**config.mk**
```make
export PLATFORM = sky130hd
export DESIGN_NAME = rgba_over_compositor_top_flat
export DESIGN_NICKNAME = d
export VERILOG_FILES = /design/src/design/roc_pkg.sv /design/src/design/roc_if.sv /design/src/design/roc_alpha.sv /design/src/design/roc_div.sv /design/src/design/roc_blend.sv /design/src/design/rgba_over_compositor_top.sv /design/src/flat_wrapper.sv
export SDC_FILE = /design/constraint.sdc
export NUM_CORES = 2
export LEC_CHECK = 0
export BUFFER_PORTS_ARGS = -buffer_cell sky130_fd_sc_hd__buf_2
export CAP_MARGIN = 30
export CORE_ASPECT_RATIO = 0.5
export CORE_MARGIN = 5
export CORE_UTILIZATION = 25
export CTS_BUF_LIST = sky130_fd_sc_hd__clkbuf_8
export DETAILED_ROUTE_END_ITERATION = 7
export PLACE_DENSITY = 0.37
export SLEW_MARGIN = 10
export SYNTH_ARGS = -nofsm -noshare
export SYNTH_HDL_FRONTEND = slang
export SYNTH_SLANG_ARGS = --single-unit
```
**constraint.sdc**
```tcl
create_clock -name clk -period 6.6 [get_ports clk]
set_input_delay 0.99 -clock clk [delete_from_list [all_inputs] [get_ports clk]]
set_output_delay 0.99 -clock clk [all_outputs]
set_load 0.005 [all_outputs]
```
**src/design/roc_pkg.sv**
```systemverilog
package roc_pkg;

    // Field widths and arithmetic constants
    localparam int CHAN_W             = 8;
    localparam int CFG_INDEX_W        = 1;
    localparam int CFG_DATA_W         = 8;
    localparam int DIV_STAGES         = 4;
    localparam int DIV_BITS_PER_STAGE = 2;

    localparam logic [7:0]  OPAQUE_ALPHA = 8'd255;
    localparam logic [15:0] ROUND_HALF   = 16'h0080;
    localparam logic [8:0]  RATIO_ONE    = 9'd256;

    // Register indexes of the configuration port
    typedef enum logic [CFG_INDEX_W-1:0] {
        CFG_SOURCE_HAS_ALPHA = 1'd0,
        CFG_GLOBAL_OPACITY   = 1'd1
    } cfg_index_t;

    // Color selection decided before the blend sums
    typedef enum logic [1:0] {
        CASE_ZERO_ALPHA = 2'd0,
        CASE_COPY_SRC   = 2'd1,
        CASE_KEEP_DEST  = 2'd2,
        CASE_BLEND      = 2'd3
    } blend_case_t;

    typedef struct packed {
        logic [CHAN_W-1:0] red;
        logic [CHAN_W-1:0] green;
        logic [CHAN_W-1:0] blue;
    } rgb_t;

    typedef struct packed {
        logic              has_alpha;
        logic [CHAN_W-1:0] opacity;
    } cfg_t;

    typedef struct packed {
        rgb_t              dest;
        logic [CHAN_W-1:0] dest_alpha;
        rgb_t              source;
        logic [CHAN_W-1:0] source_alpha;
    } in_item_t;

    // Pixel after source and output alpha are known
    typedef struct packed {
        rgb_t              dest;
        rgb_t              source;
        logic [CHAN_W-1:0] sa;
        logic [CHAN_W-1:0] alpha;
    } comp_item_t;

    typedef struct packed {
        comp_item_t        base;
        logic [CHAN_W-1:0] ratio;
    } ratio_item_t;

    typedef struct packed {
        rgb_t              color;
        logic [CHAN_W-1:0] alpha;
    } out_item_t;

endpackage

```
**src/design/roc_if.sv**
```systemverilog
// Input pixel pair channel
interface roc_in_if;
    logic       valid;
    logic       ready;
    logic [7:0] dest_red;
    logic [7:0] dest_green;
    logic [7:0] dest_blue;
    logic [7:0] dest_alpha;
    logic [7:0] source_red;
    logic [7:0] source_green;
    logic [7:0] source_blue;
    logic [7:0] source_alpha;

    modport source (
        output valid, dest_red, dest_green, dest_blue, dest_alpha,
               source_red, source_green, source_blue, source_alpha,
        input  ready
    );
    modport sink (
        input  valid, dest_red, dest_green, dest_blue, dest_alpha,
               source_red, source_green, source_blue, source_alpha,
        output ready
    );
endinterface

// Composited pixel channel
interface roc_out_if;
    logic       valid;
    logic       ready;
    logic [7:0] result_red;
    logic [7:0] result_green;
    logic [7:0] result_blue;
    logic [7:0] result_alpha;

    modport source (
        output valid, result_red, result_green, result_blue, result_alpha,
        input  ready
    );
    modport sink (
        input  valid, result_red, result_green, result_blue, result_alpha,
        output ready
    );
endinterface

```
**src/design/roc_alpha.sv**
```systemverilog
// Source alpha scaling and output alpha, four stages
module roc_alpha import roc_pkg::*; (
    input  logic       clk,
    input  logic       rst_n,
    input  cfg_t       cfg,
    input  logic       in_valid,
    output logic       in_ready,
    input  in_item_t   in_item,
    output logic       out_valid,
    input  logic       out_ready,
    output comp_item_t out_item
);

    // Rounded divide by 255 of a product that already holds the half term
    function automatic logic [7:0] div255(input logic [15:0] t);
        logic [16:0] s;
        s = {9'd0, t[15:8]} + {1'b0, t};
        return s[15:8];
    endfunction

    logic        s1_valid_reg, s2_valid_reg, s3_valid_reg, s4_valid_reg;
    logic        s1_ready, s2_ready, s3_ready, s4_ready;

    comp_item_t  s1_item_reg, s2_item_reg, s3_item_reg, s4_item_reg;
    logic [7:0]  s1_da_reg, s2_da_reg;
    logic [15:0] s1_prod_reg, s3_prod_reg;
    logic        s1_bypass_reg;

    logic [7:0]  sa_eff;
    logic [15:0] s1_prod_next;
    logic [7:0]  s2_sa_next;
    logic [15:0] s3_prod_next;
    logic [7:0]  s4_alpha_next;
    comp_item_t  s2_item_next, s4_item_next;

    // Ready ripples back from the output; a stage moves when empty or draining
    assign s4_ready = !s4_valid_reg || out_ready;
    assign s3_ready = !s3_valid_reg || s4_ready;
    assign s2_ready = !s2_valid_reg || s3_ready;
    assign s1_ready = !s1_valid_reg || s2_ready;
    assign in_ready = s1_ready;

    // Stage math
    always_comb
    begin
        sa_eff        = cfg.has_alpha ? in_item.source_alpha : OPAQUE_ALPHA;
        s1_prod_next  = {8'd0, sa_eff} * {8'd0, cfg.opacity} + ROUND_HALF;
        s2_sa_next    = s1_bypass_reg ? s1_item_reg.sa : div255(s1_prod_reg);
        s3_prod_next  = {8'd0, s2_da_reg} * {8'd0, OPAQUE_ALPHA - s2_item_reg.sa}
                        + ROUND_HALF;
        s4_alpha_next = s3_item_reg.sa + div255(s3_prod_reg);

        s2_item_next       = s1_item_reg;
        s2_item_next.sa    = s2_sa_next;
        s4_item_next       = s3_item_reg;
        s4_item_next.alpha = s4_alpha_next;
    end

    // Valid bits
    always_ff @(posedge clk or negedge rst_n)
    begin
        if (!rst_n)
        begin
            s1_valid_reg <= 1'b0;
            s2_valid_reg <= 1'b0;
            s3_valid_reg <= 1'b0;
            s4_valid_reg <= 1'b0;
        end
        else
        begin
            if (s1_ready) s1_valid_reg <= in_valid;
            if (s2_ready) s2_valid_reg <= s1_valid_reg;
            if (s3_ready) s3_valid_reg <= s2_valid_reg;
            if (s4_ready) s4_valid_reg <= s3_valid_reg;
        end
    end

    // Payload
    always_ff @(posedge clk)
    begin
        if (s1_ready && in_valid)
        begin
            s1_item_reg.dest   <= in_item.dest;
            s1_item_reg.source <= in_item.source;
            s1_item_reg.sa     <= sa_eff;
            s1_item_reg.alpha  <= '0;
            s1_da_reg          <= in_item.dest_alpha;
            s1_prod_reg        <= s1_prod_next;
            s1_bypass_reg      <= (cfg.opacity == OPAQUE_ALPHA);
        end
        if (s2_ready && s1_valid_reg)
        begin
            s2_item_reg <= s2_item_next;
            s2_da_reg   <= s1_da_reg;
        end
        if (s3_ready && s2_valid_reg)
        begin
            s3_item_reg <= s2_item_reg;
            s3_prod_reg <= s3_prod_next;
        end
        if (s4_ready && s3_valid_reg)
            s4_item_reg <= s4_item_next;
    end

    assign out_valid = s4_valid_reg;
    assign out_item  = s4_item_reg;

endmodule

```
**src/design/roc_div.sv**
```systemverilog
// Pipelined restoring divider: ratio = (sa << 8) / alpha, two quotient bits per stage
module roc_div import roc_pkg::*; (
    input  logic        clk,
    input  logic        rst_n,
    input  logic        in_valid,
    output logic        in_ready,
    input  comp_item_t  in_item,
    output logic        out_valid,
    input  logic        out_ready,
    output ratio_item_t out_item
);

    logic                   stg_valid_reg [DIV_STAGES];
    logic                   stg_ready     [DIV_STAGES];
    comp_item_t             stg_item_reg  [DIV_STAGES];
    logic [CHAN_W-1:0]      stg_rem_reg   [DIV_STAGES];
    logic [CHAN_W-1:0]      stg_quo_reg   [DIV_STAGES];
    logic [CHAN_W-1:0]      rem_next      [DIV_STAGES];
    logic [CHAN_W-1:0]      quo_next      [DIV_STAGES];

    // Partial remainder, quotient and divisor entering each stage
    logic [CHAN_W-1:0]      stg_rem_in    [DIV_STAGES];
    logic [CHAN_W-1:0]      stg_quo_in    [DIV_STAGES];
    logic [CHAN_W-1:0]      stg_dvs_in    [DIV_STAGES];

    // Ready chain
    always_comb
    begin
        stg_ready[DIV_STAGES-1] = !stg_valid_reg[DIV_STAGES-1] || out_ready;
        for (int i = DIV_STAGES - 2; i >= 0; i--)
            stg_ready[i] = !stg_valid_reg[i] || stg_ready[i+1];
    end
    assign in_ready = stg_ready[0];

    // Stage inputs: the first stage takes the incoming item
    always_comb
    begin
        stg_rem_in[0] = in_item.sa;
        stg_quo_in[0] = '0;
        stg_dvs_in[0] = in_item.alpha;
        for (int i = 1; i < DIV_STAGES; i++)
        begin
            stg_rem_in[i] = stg_rem_reg[i-1];
            stg_quo_in[i] = stg_quo_reg[i-1];
            stg_dvs_in[i] = stg_item_reg[i-1].alpha;
        end
    end

    // Quotient steps; the remainder stays below alpha so it fits 8 bits.
    // The low dividend bits are zero, so each step shifts in a zero.
    always_comb
    begin
        logic [CHAN_W-1:0] rem;
        logic [CHAN_W-1:0] quo;
        logic [CHAN_W-1:0] dvs;
        logic [CHAN_W:0]   r2;
        for (int i = 0; i < DIV_STAGES; i++)
        begin
            rem = stg_rem_in[i];
            quo = stg_quo_in[i];
            dvs = stg_dvs_in[i];
            for (int j = 0; j < DIV_BITS_PER_STAGE; j++)
            begin
                r2 = {rem, 1'b0};
                if (r2 >= {1'b0, dvs})
                begin
                    r2  = r2 - {1'b0, dvs};
                    quo = {quo[CHAN_W-2:0], 1'b1};
                end
                else
                begin
                    quo = {quo[CHAN_W-2:0], 1'b0};
                end
                rem = r2[CHAN_W-1:0];
            end
            rem_next[i] = rem;
            quo_next[i] = quo;
        end
    end

    // Valid bits
    always_ff @(posedge clk or negedge rst_n)
    begin
        if (!rst_n)
        begin
            for (int i = 0; i < DIV_STAGES; i++)
                stg_valid_reg[i] <= 1'b0;
        end
        else
        begin
            if (stg_ready[0])
                stg_valid_reg[0] <= in_valid;
            for (int i = 1; i < DIV_STAGES; i++)
            begin
                if (stg_ready[i])
                    stg_valid_reg[i] <= stg_valid_reg[i-1];
            end
        end
    end

    // Payload
    always_ff @(posedge clk)
    begin
        if (stg_ready[0] && in_valid)
        begin
            stg_item_reg[0] <= in_item;
            stg_rem_reg[0]  <= rem_next[0];
            stg_quo_reg[0]  <= quo_next[0];
        end
        for (int i = 1; i < DIV_STAGES; i++)
        begin
            if (stg_ready[i] && stg_valid_reg[i-1])
            begin
                stg_item_reg[i] <= stg_item_reg[i-1];
                stg_rem_reg[i]  <= rem_next[i];
                stg_quo_reg[i]  <= quo_next[i];
            end
        end
    end

    assign out_valid      = stg_valid_reg[DIV_STAGES-1];
    assign out_item.base  = stg_item_reg[DIV_STAGES-1];
    assign out_item.ratio = stg_quo_reg[DIV_STAGES-1];

endmodule

```
**src/design/roc_blend.sv**
```systemverilog
// Channel products, then sums and case selection into the output register
module roc_blend import roc_pkg::*; (
    input  logic        clk,
    input  logic        rst_n,
    input  logic        in_valid,
    output logic        in_ready,
    input  ratio_item_t in_item,
    output logic        out_valid,
    input  logic        out_ready,
    output out_item_t   out_item
);

    logic              pa_valid_reg, pb_valid_reg;
    logic              pa_ready, pb_ready;

    blend_case_t       pa_case_reg, pa_case_next;
    rgb_t              pa_dest_reg, pa_src_reg;
    logic [7:0]        pa_alpha_reg;
    logic [2:0][15:0]  pa_dprod_reg, pa_sprod_reg;
    logic [2:0][15:0]  dprod_next, sprod_next;

    logic [2:0][7:0]   d_ch, s_ch, mix_ch;
    logic [8:0]        inv;
    logic [15:0]       sum;
    out_item_t         pb_item_reg, pb_item_next;

    assign pb_ready = !pb_valid_reg || out_ready;
    assign pa_ready = !pa_valid_reg || pb_ready;
    assign in_ready = pa_ready;

    // First stage: case decode and the six products
    always_comb
    begin
        d_ch = in_item.base.dest;
        s_ch = in_item.base.source;
        inv  = RATIO_ONE - {1'b0, in_item.ratio};
        for (int c = 0; c < 3; c++)
        begin
            dprod_next[c] = {8'd0, d_ch[c]} * {7'd0, inv};
            sprod_next[c] = {8'd0, s_ch[c]} * {8'd0, in_item.ratio};
        end
        if (in_item.base.alpha == 8'd0)
            pa_case_next = CASE_ZERO_ALPHA;
        else if (in_item.base.sa == in_item.base.alpha)
            pa_case_next = CASE_COPY_SRC;
        else if (in_item.base.sa == 8'd0)
            pa_case_next = CASE_KEEP_DEST;
        else
            pa_case_next = CASE_BLEND;
    end

    // Second stage: sums and selection
    always_comb
    begin
        for (int c = 0; c < 3; c++)
        begin
            sum       = pa_dprod_reg[c] + pa_sprod_reg[c];
            mix_ch[c] = sum[15:8];
        end
        pb_item_next.alpha = pa_alpha_reg;
        case (pa_case_reg)
            CASE_ZERO_ALPHA:
            begin
                pb_item_next.color = pa_dest_reg;
                pb_item_next.alpha = 8'd0;
            end
            CASE_COPY_SRC:  pb_item_next.color = pa_src_reg;
            CASE_KEEP_DEST: pb_item_next.color = pa_dest_reg;
            CASE_BLEND:     pb_item_next.color = mix_ch;
            default:        pb_item_next.color = pa_dest_reg;
        endcase
    end

    always_ff @(posedge clk or negedge rst_n)
    begin
        if (!rst_n)
        begin
            pa_valid_reg <= 1'b0;
            pb_valid_reg <= 1'b0;
        end
        else
        begin
            if (pa_ready) pa_valid_reg <= in_valid;
            if (pb_ready) pb_valid_reg <= pa_valid_reg;
        end
    end

    always_ff @(posedge clk)
    begin
        if (pa_ready && in_valid)
        begin
            pa_case_reg  <= pa_case_next;
            pa_dest_reg  <= in_item.base.dest;
            pa_src_reg   <= in_item.base.source;
            pa_alpha_reg <= in_item.base.alpha;
            pa_dprod_reg <= dprod_next;
            pa_sprod_reg <= sprod_next;
        end
        if (pb_ready && pa_valid_reg)
            pb_item_reg <= pb_item_next;
    end

    assign out_valid = pb_valid_reg;
    assign out_item  = pb_item_reg;

endmodule

```
**src/design/rgba_over_compositor_top.sv**
```systemverilog
// Channel    Dir  Payload                                       Transfer
// pix_in     in   dest_red/green/blue/alpha, source_red/...     valid && ready
// pix_out    out  result_red, result_green, result_blue, alpha  valid && ready
// cfg        in   cfg_index, cfg_data                           cfg_we
//
// One pixel per cycle sustained while pix_out is ready; registered stages: 4 alpha, 4 divider, 2 blend.
// The divider stages set the depth: two quotient bits per stage.
// Reset clears all valid bits and loads source_has_alpha = 1, global_opacity = 255.
// Backpressure ripples through the stages; bubbles are squeezed out on a stall.
module rgba_over_compositor_top import roc_pkg::*; (
    input  logic                   clk,
    input  logic                   rst_n,
    roc_in_if.sink                 pix_in,
    roc_out_if.source              pix_out,
    input  logic                   cfg_we,
    input  logic [CFG_INDEX_W-1:0] cfg_index,
    input  logic [CFG_DATA_W-1:0]  cfg_data
);

    logic        cfg_has_alpha_reg;
    logic [7:0]  cfg_opacity_reg;
    cfg_t        cfg;

    in_item_t    in_item;
    logic        a_valid, a_ready;
    comp_item_t  a_item;
    logic        d_valid, d_ready;
    ratio_item_t d_item;
    out_item_t   o_item;

    // Configuration registers
    always_ff @(posedge clk or negedge rst_n)
    begin
        if (!rst_n)
        begin
            cfg_has_alpha_reg <= 1'b1;
            cfg_opacity_reg   <= OPAQUE_ALPHA;
        end
        else if (cfg_we)
        begin
            case (cfg_index)
                CFG_SOURCE_HAS_ALPHA: cfg_has_alpha_reg <= cfg_data[0];
                CFG_GLOBAL_OPACITY:   cfg_opacity_reg   <= cfg_data[7:0];
                default:              ;
            endcase
        end
    end

    assign cfg.has_alpha = cfg_has_alpha_reg;
    assign cfg.opacity   = cfg_opacity_reg;

    assign in_item.dest.red     = pix_in.dest_red;
    assign in_item.dest.green   = pix_in.dest_green;
    assign in_item.dest.blue    = pix_in.dest_blue;
    assign in_item.dest_alpha   = pix_in.dest_alpha;
    assign in_item.source.red   = pix_in.source_red;
    assign in_item.source.green = pix_in.source_green;
    assign in_item.source.blue  = pix_in.source_blue;
    assign in_item.source_alpha = pix_in.source_alpha;

    roc_alpha u_alpha (
        .clk       (clk),
        .rst_n     (rst_n),
        .cfg       (cfg),
        .in_valid  (pix_in.valid),
        .in_ready  (pix_in.ready),
        .in_item   (in_item),
        .out_valid (a_valid),
        .out_ready (a_ready),
        .out_item  (a_item)
    );

    roc_div u_div (
        .clk       (clk),
        .rst_n     (rst_n),
        .in_valid  (a_valid),
        .in_ready  (a_ready),
        .in_item   (a_item),
        .out_valid (d_valid),
        .out_ready (d_ready),
        .out_item  (d_item)
    );

    roc_blend u_blend (
        .clk       (clk),
        .rst_n     (rst_n),
        .in_valid  (d_valid),
        .in_ready  (d_ready),
        .in_item   (d_item),
        .out_valid (pix_out.valid),
        .out_ready (pix_out.ready),
        .out_item  (o_item)
    );

    assign pix_out.result_red   = o_item.color.red;
    assign pix_out.result_green = o_item.color.green;
    assign pix_out.result_blue  = o_item.color.blue;
    assign pix_out.result_alpha = o_item.alpha;

endmodule

```
**src/flat_wrapper.sv**
```systemverilog
// flat-port wrapper written by rule: the top's interface ports become plain ports
module rgba_over_compositor_top_flat import roc_pkg::*;
  (clk, rst_n, cfg_we, cfg_index, cfg_data, pix_in_valid, pix_in_dest_red, pix_in_dest_green, pix_in_dest_blue, pix_in_dest_alpha, pix_in_source_red, pix_in_source_green, pix_in_source_blue, pix_in_source_alpha, pix_in_ready, pix_out_valid, pix_out_result_red, pix_out_result_green, pix_out_result_blue, pix_out_result_alpha, pix_out_ready);
  roc_in_if pix_in_i ();
  roc_out_if pix_out_i ();
  input  logic clk;
  input  logic rst_n;
  input  logic cfg_we;
  input  logic [CFG_INDEX_W-1:0] cfg_index;
  input  logic [CFG_DATA_W-1:0] cfg_data;
  input wire logic [$bits(pix_in_i.valid)-1:0] pix_in_valid;
  input wire logic [$bits(pix_in_i.dest_red)-1:0] pix_in_dest_red;
  input wire logic [$bits(pix_in_i.dest_green)-1:0] pix_in_dest_green;
  input wire logic [$bits(pix_in_i.dest_blue)-1:0] pix_in_dest_blue;
  input wire logic [$bits(pix_in_i.dest_alpha)-1:0] pix_in_dest_alpha;
  input wire logic [$bits(pix_in_i.source_red)-1:0] pix_in_source_red;
  input wire logic [$bits(pix_in_i.source_green)-1:0] pix_in_source_green;
  input wire logic [$bits(pix_in_i.source_blue)-1:0] pix_in_source_blue;
  input wire logic [$bits(pix_in_i.source_alpha)-1:0] pix_in_source_alpha;
  output wire logic [$bits(pix_in_i.ready)-1:0] pix_in_ready;
  output wire logic [$bits(pix_out_i.valid)-1:0] pix_out_valid;
  output wire logic [$bits(pix_out_i.result_red)-1:0] pix_out_result_red;
  output wire logic [$bits(pix_out_i.result_green)-1:0] pix_out_result_green;
  output wire logic [$bits(pix_out_i.result_blue)-1:0] pix_out_result_blue;
  output wire logic [$bits(pix_out_i.result_alpha)-1:0] pix_out_result_alpha;
  input wire logic [$bits(pix_out_i.ready)-1:0] pix_out_ready;
  assign pix_in_i.valid = pix_in_valid;
  assign pix_in_i.dest_red = pix_in_dest_red;
  assign pix_in_i.dest_green = pix_in_dest_green;
  assign pix_in_i.dest_blue = pix_in_dest_blue;
  assign pix_in_i.dest_alpha = pix_in_dest_alpha;
  assign pix_in_i.source_red = pix_in_source_red;
  assign pix_in_i.source_green = pix_in_source_green;
  assign pix_in_i.source_blue = pix_in_source_blue;
  assign pix_in_i.source_alpha = pix_in_source_alpha;
  assign pix_in_ready = pix_in_i.ready;
  assign pix_out_valid = pix_out_i.valid;
  assign pix_out_result_red = pix_out_i.result_red;
  assign pix_out_result_green = pix_out_i.result_green;
  assign pix_out_result_blue = pix_out_i.result_blue;
  assign pix_out_result_alpha = pix_out_i.result_alpha;
  assign pix_out_i.ready = pix_out_ready;
  rgba_over_compositor_top u_core (.clk(clk), .rst_n(rst_n), .pix_in(pix_in_i), .pix_out(pix_out_i), .cfg_we(cfg_we), .cfg_index(cfg_index), .cfg_data(cfg_data));
endmodule
```
==> results_dict.tcl <==
set metrics [dict create \
    clk_pin_slew_ns 0.07 \
    dp_hpwl_mm 78.7 \
    clk_latency_ns 0.84 \
    post_cts_buffers 0 \
    hp-class "primary input to asynchronous set/reset pin" \
    drv_slew 0 \
    syn_avg_cell_area_um2 12.7 \
    final_layout_size_suffix_gt1_share_pct 10.6 \
    place_area_um2 50600 \
    num_vias 26700 \
    largest_reg_flops 256 \
    fin_util_pct 28.6 \
    synthArstFlopShare_pct 2.42 \
    die_x_um 622 \
    slew_headroom_pct 41.1 \
    viasPerCell 4.10 \
    finalSetupViolCount 0 \
    yosysUniqueCellTypes 73 \
    wl_per_cell_um 16.7 \
    grt_pass1_wl_mm 170 \
    grt_pass1_vias 29100 \
    die-height_um 316 \
    cts_buffers 140 \
    syn_inst 3670 \
    worstPathRequired_ns 7.19 \
    synth-edff-count 767 \
    ys_warn_count 0 \
    grtUsageTotal_pct 11.1 \
    cts_max_level 4 \
    cts_tree "yes" \
    io_pins 112 \
    initial_core_util_pct 25.1 \
    ctsHoldBuffers 0 \
    wl_met2_mm 51.7 \
    seq_area_frac_synth_pct 50.3 \
    io_buffers 111 \
    cap_viol_max_count 0 \
    clkSinkCount 786 \
    drc 0 \
    initialDrtViolationCount 1043 \
    cp-start-kind "flip-flop" \
    tns_ns 0 \
    area_growth_pct 13.7 \
    period_minus_slack_ns 5.74 \
    rsz0062_at_grt "false" \
    fin_worst_skew_ns 0.0680 \
    cts_resized 0 \
    crit_type "flip-flop to flip-flop" \
    final.period_utilization_pct 87.0 \
    arrival_ns 6.33 \
    antenna_found_initial 2 \
    final_common_cell "edfxtp_1" \
    ys.flop_type "edfxtp_1" \
    grt_max_degree 114 \
    dr.pass1.iters 5 \
    cp-end-kind "flip-flop" \
    nets 4695 \
    finalInstanceArea_um2 53200 \
    crit_fanout 14 \
    status "finished clean" \
    place.gp.congestion 0.767 \
    max_freq_ghz 0.174 \
    row_count 112 \
    dieArea_um2 196000 \
    grt_overflow 0 \
    syn-num-nets 4473 \
    wl_mm 108 \
    layout_common_cells "edfxtp_1 (767), inv_1 (547), ha_1 (415), fa_1 (310), and2_1 (306)" \
    ant_nets 0 \
    synth_area_um2 46800 \
    root_buffer "clkbuf_8" \
    core_um2 186000 \
    ys_seq_elements 786 \
    cts.path.max_buffers 4 \
    finalHoldViolCount 0 \
    wl_met3_mm 3.50 \
    dr.max_layer_used "met4" \
    worst_pin_slew_ns 0.883 \
    wl_met1_mm 50.2 \
]
==> synth_stat cells, types with 14 or more instances <==
| cell | n | area (um2) |
|---|---|---|
| edfxtp_1 | 767 | 23000 |
| inv_1 | 520 | 1950 |
| ha_1 | 415 | 5190 |
| and2_1 | 313 | 1960 |
| fa_1 | 310 | 6210 |
| nand2_1 | 258 | 968 |
| xnor2_1 | 137 | 1200 |
| nor2_1 | 121 | 454 |
| a21oi_1 | 115 | 576 |
| nor2b_1 | 83 | 519 |
| o21ai_0 | 79 | 395 |
| clkbuf_1 | 61 | 229 |
| nand2b_1 | 58 | 363 |
| mux2_2 | 48 | 541 |
| xor2_1 | 45 | 394 |
| nand3_1 | 35 | 175 |
| nor3_1 | 32 | 160 |
| a21boi_0 | 21 | 158 |
| mux2i_1 | 21 | 210 |
| a21o_1 | 20 | 150 |
| or3_1 | 19 | 119 |
| nand4_1 | 16 | 100 |
| or2_2 | 14 | 87.6 |
==> layout make-up <==
class / count / area (um2)
Antenna cell: 2 / 5.00
Clock buffer: 142 / 1950
Clock inverter: 94 / 614
Fill cell: 19100 / 133000
Inverter: 520 / 1950
Multi-Input combinational cell: 2294 / 21100
Sequential cell: 786 / 23500
Tap cell: 2508 / 3140
Timing Repair Buffer: 150 / 885
==> final timing paths <==
check                      slack (ns)                            from  cells after the start                         endpoint
max                              0.86  u_core.u_div.stg_quo_reg[3][2]                     18  u_core.u_blend.pa_dprod_reg[47]
min                              0.13                           rst_n                      1      u_core.u_blend.pa_valid_reg
max reg2reg                      0.86  u_core.u_div.stg_quo_reg[3][2]                     18  u_core.u_blend.pa_dprod_reg[47]
min reg2reg                      0.40     u_core.u_alpha.s1_da_reg[0]                      0      u_core.u_alpha.s2_da_reg[0]
max in group asynchronous        6.10                           rst_n                      1        u_core.cfg_opacity_reg[0]
min in group clk                 0.35            pix_in_dest_alpha[3]                      1      u_core.u_alpha.s1_da_reg[3]
==> layer usage <==
layer  global-route usage, %  up-vias
met5                       0        -
met1                    14.4    13300
met3                    2.08      176
met2                    18.8      300
li1                        -    12900
met4                    3.27        0
==> logic make-up (layout without fill, tap and decap cells) <==
kind of cell | after synthesis | in the layout | share of synthesized area (%)
AO/OA/AOI/OAI | 336 | 336 | 4.57
adder cells (fa/ha/maj) | 725 | 725 | 24.4
other | 0 | 2 | 0
XOR/XNOR | 182 | 182 | 3.41
flip-flops | 786 | 786 | 50.3
AND/OR/NAND/NOR | 982 | 982 | 11.0
buffers and inverters | 590 | 906 | 4.74
multiplexers | 69 | 69 | 1.61
==> critical path: stages, from the launching register on <==
cell,delay (ns)
edfxtp_1,0.58
nor2_1,0.22
nand2_1,0.11
or3_1,0.37
xor2_1,0.49
buf_4,0.32
and2_1,0.18
fa_1,0.42
fa_1,0.51
fa_1,0.49
inv_1,0.05
fa_1,0.47
inv_1,0.04
ha_1,0.31
o21ai_0,0.13
a21oi_1,0.13
a41o_1,0.27
o41ai_1,0.32
xnor2_1,0.10
==> through the flow <==
stage	cells	setup WS (ns)	hold WS, ns
4_1_cts	6492	0.785	0.0427
2_1_floorplan	3670	1.28	0.400
3_3_place_gp	6255	0.822	0.400
3_5_place_dp	6256	0.766	0.405
6_report	6496	0.859	0.130
5_1_grt	6495	0.433	0.0821
Power is left out: the tool's default activity adds up to more than one toggle a clock period on the data nets, which glitch-free logic cannot reach.
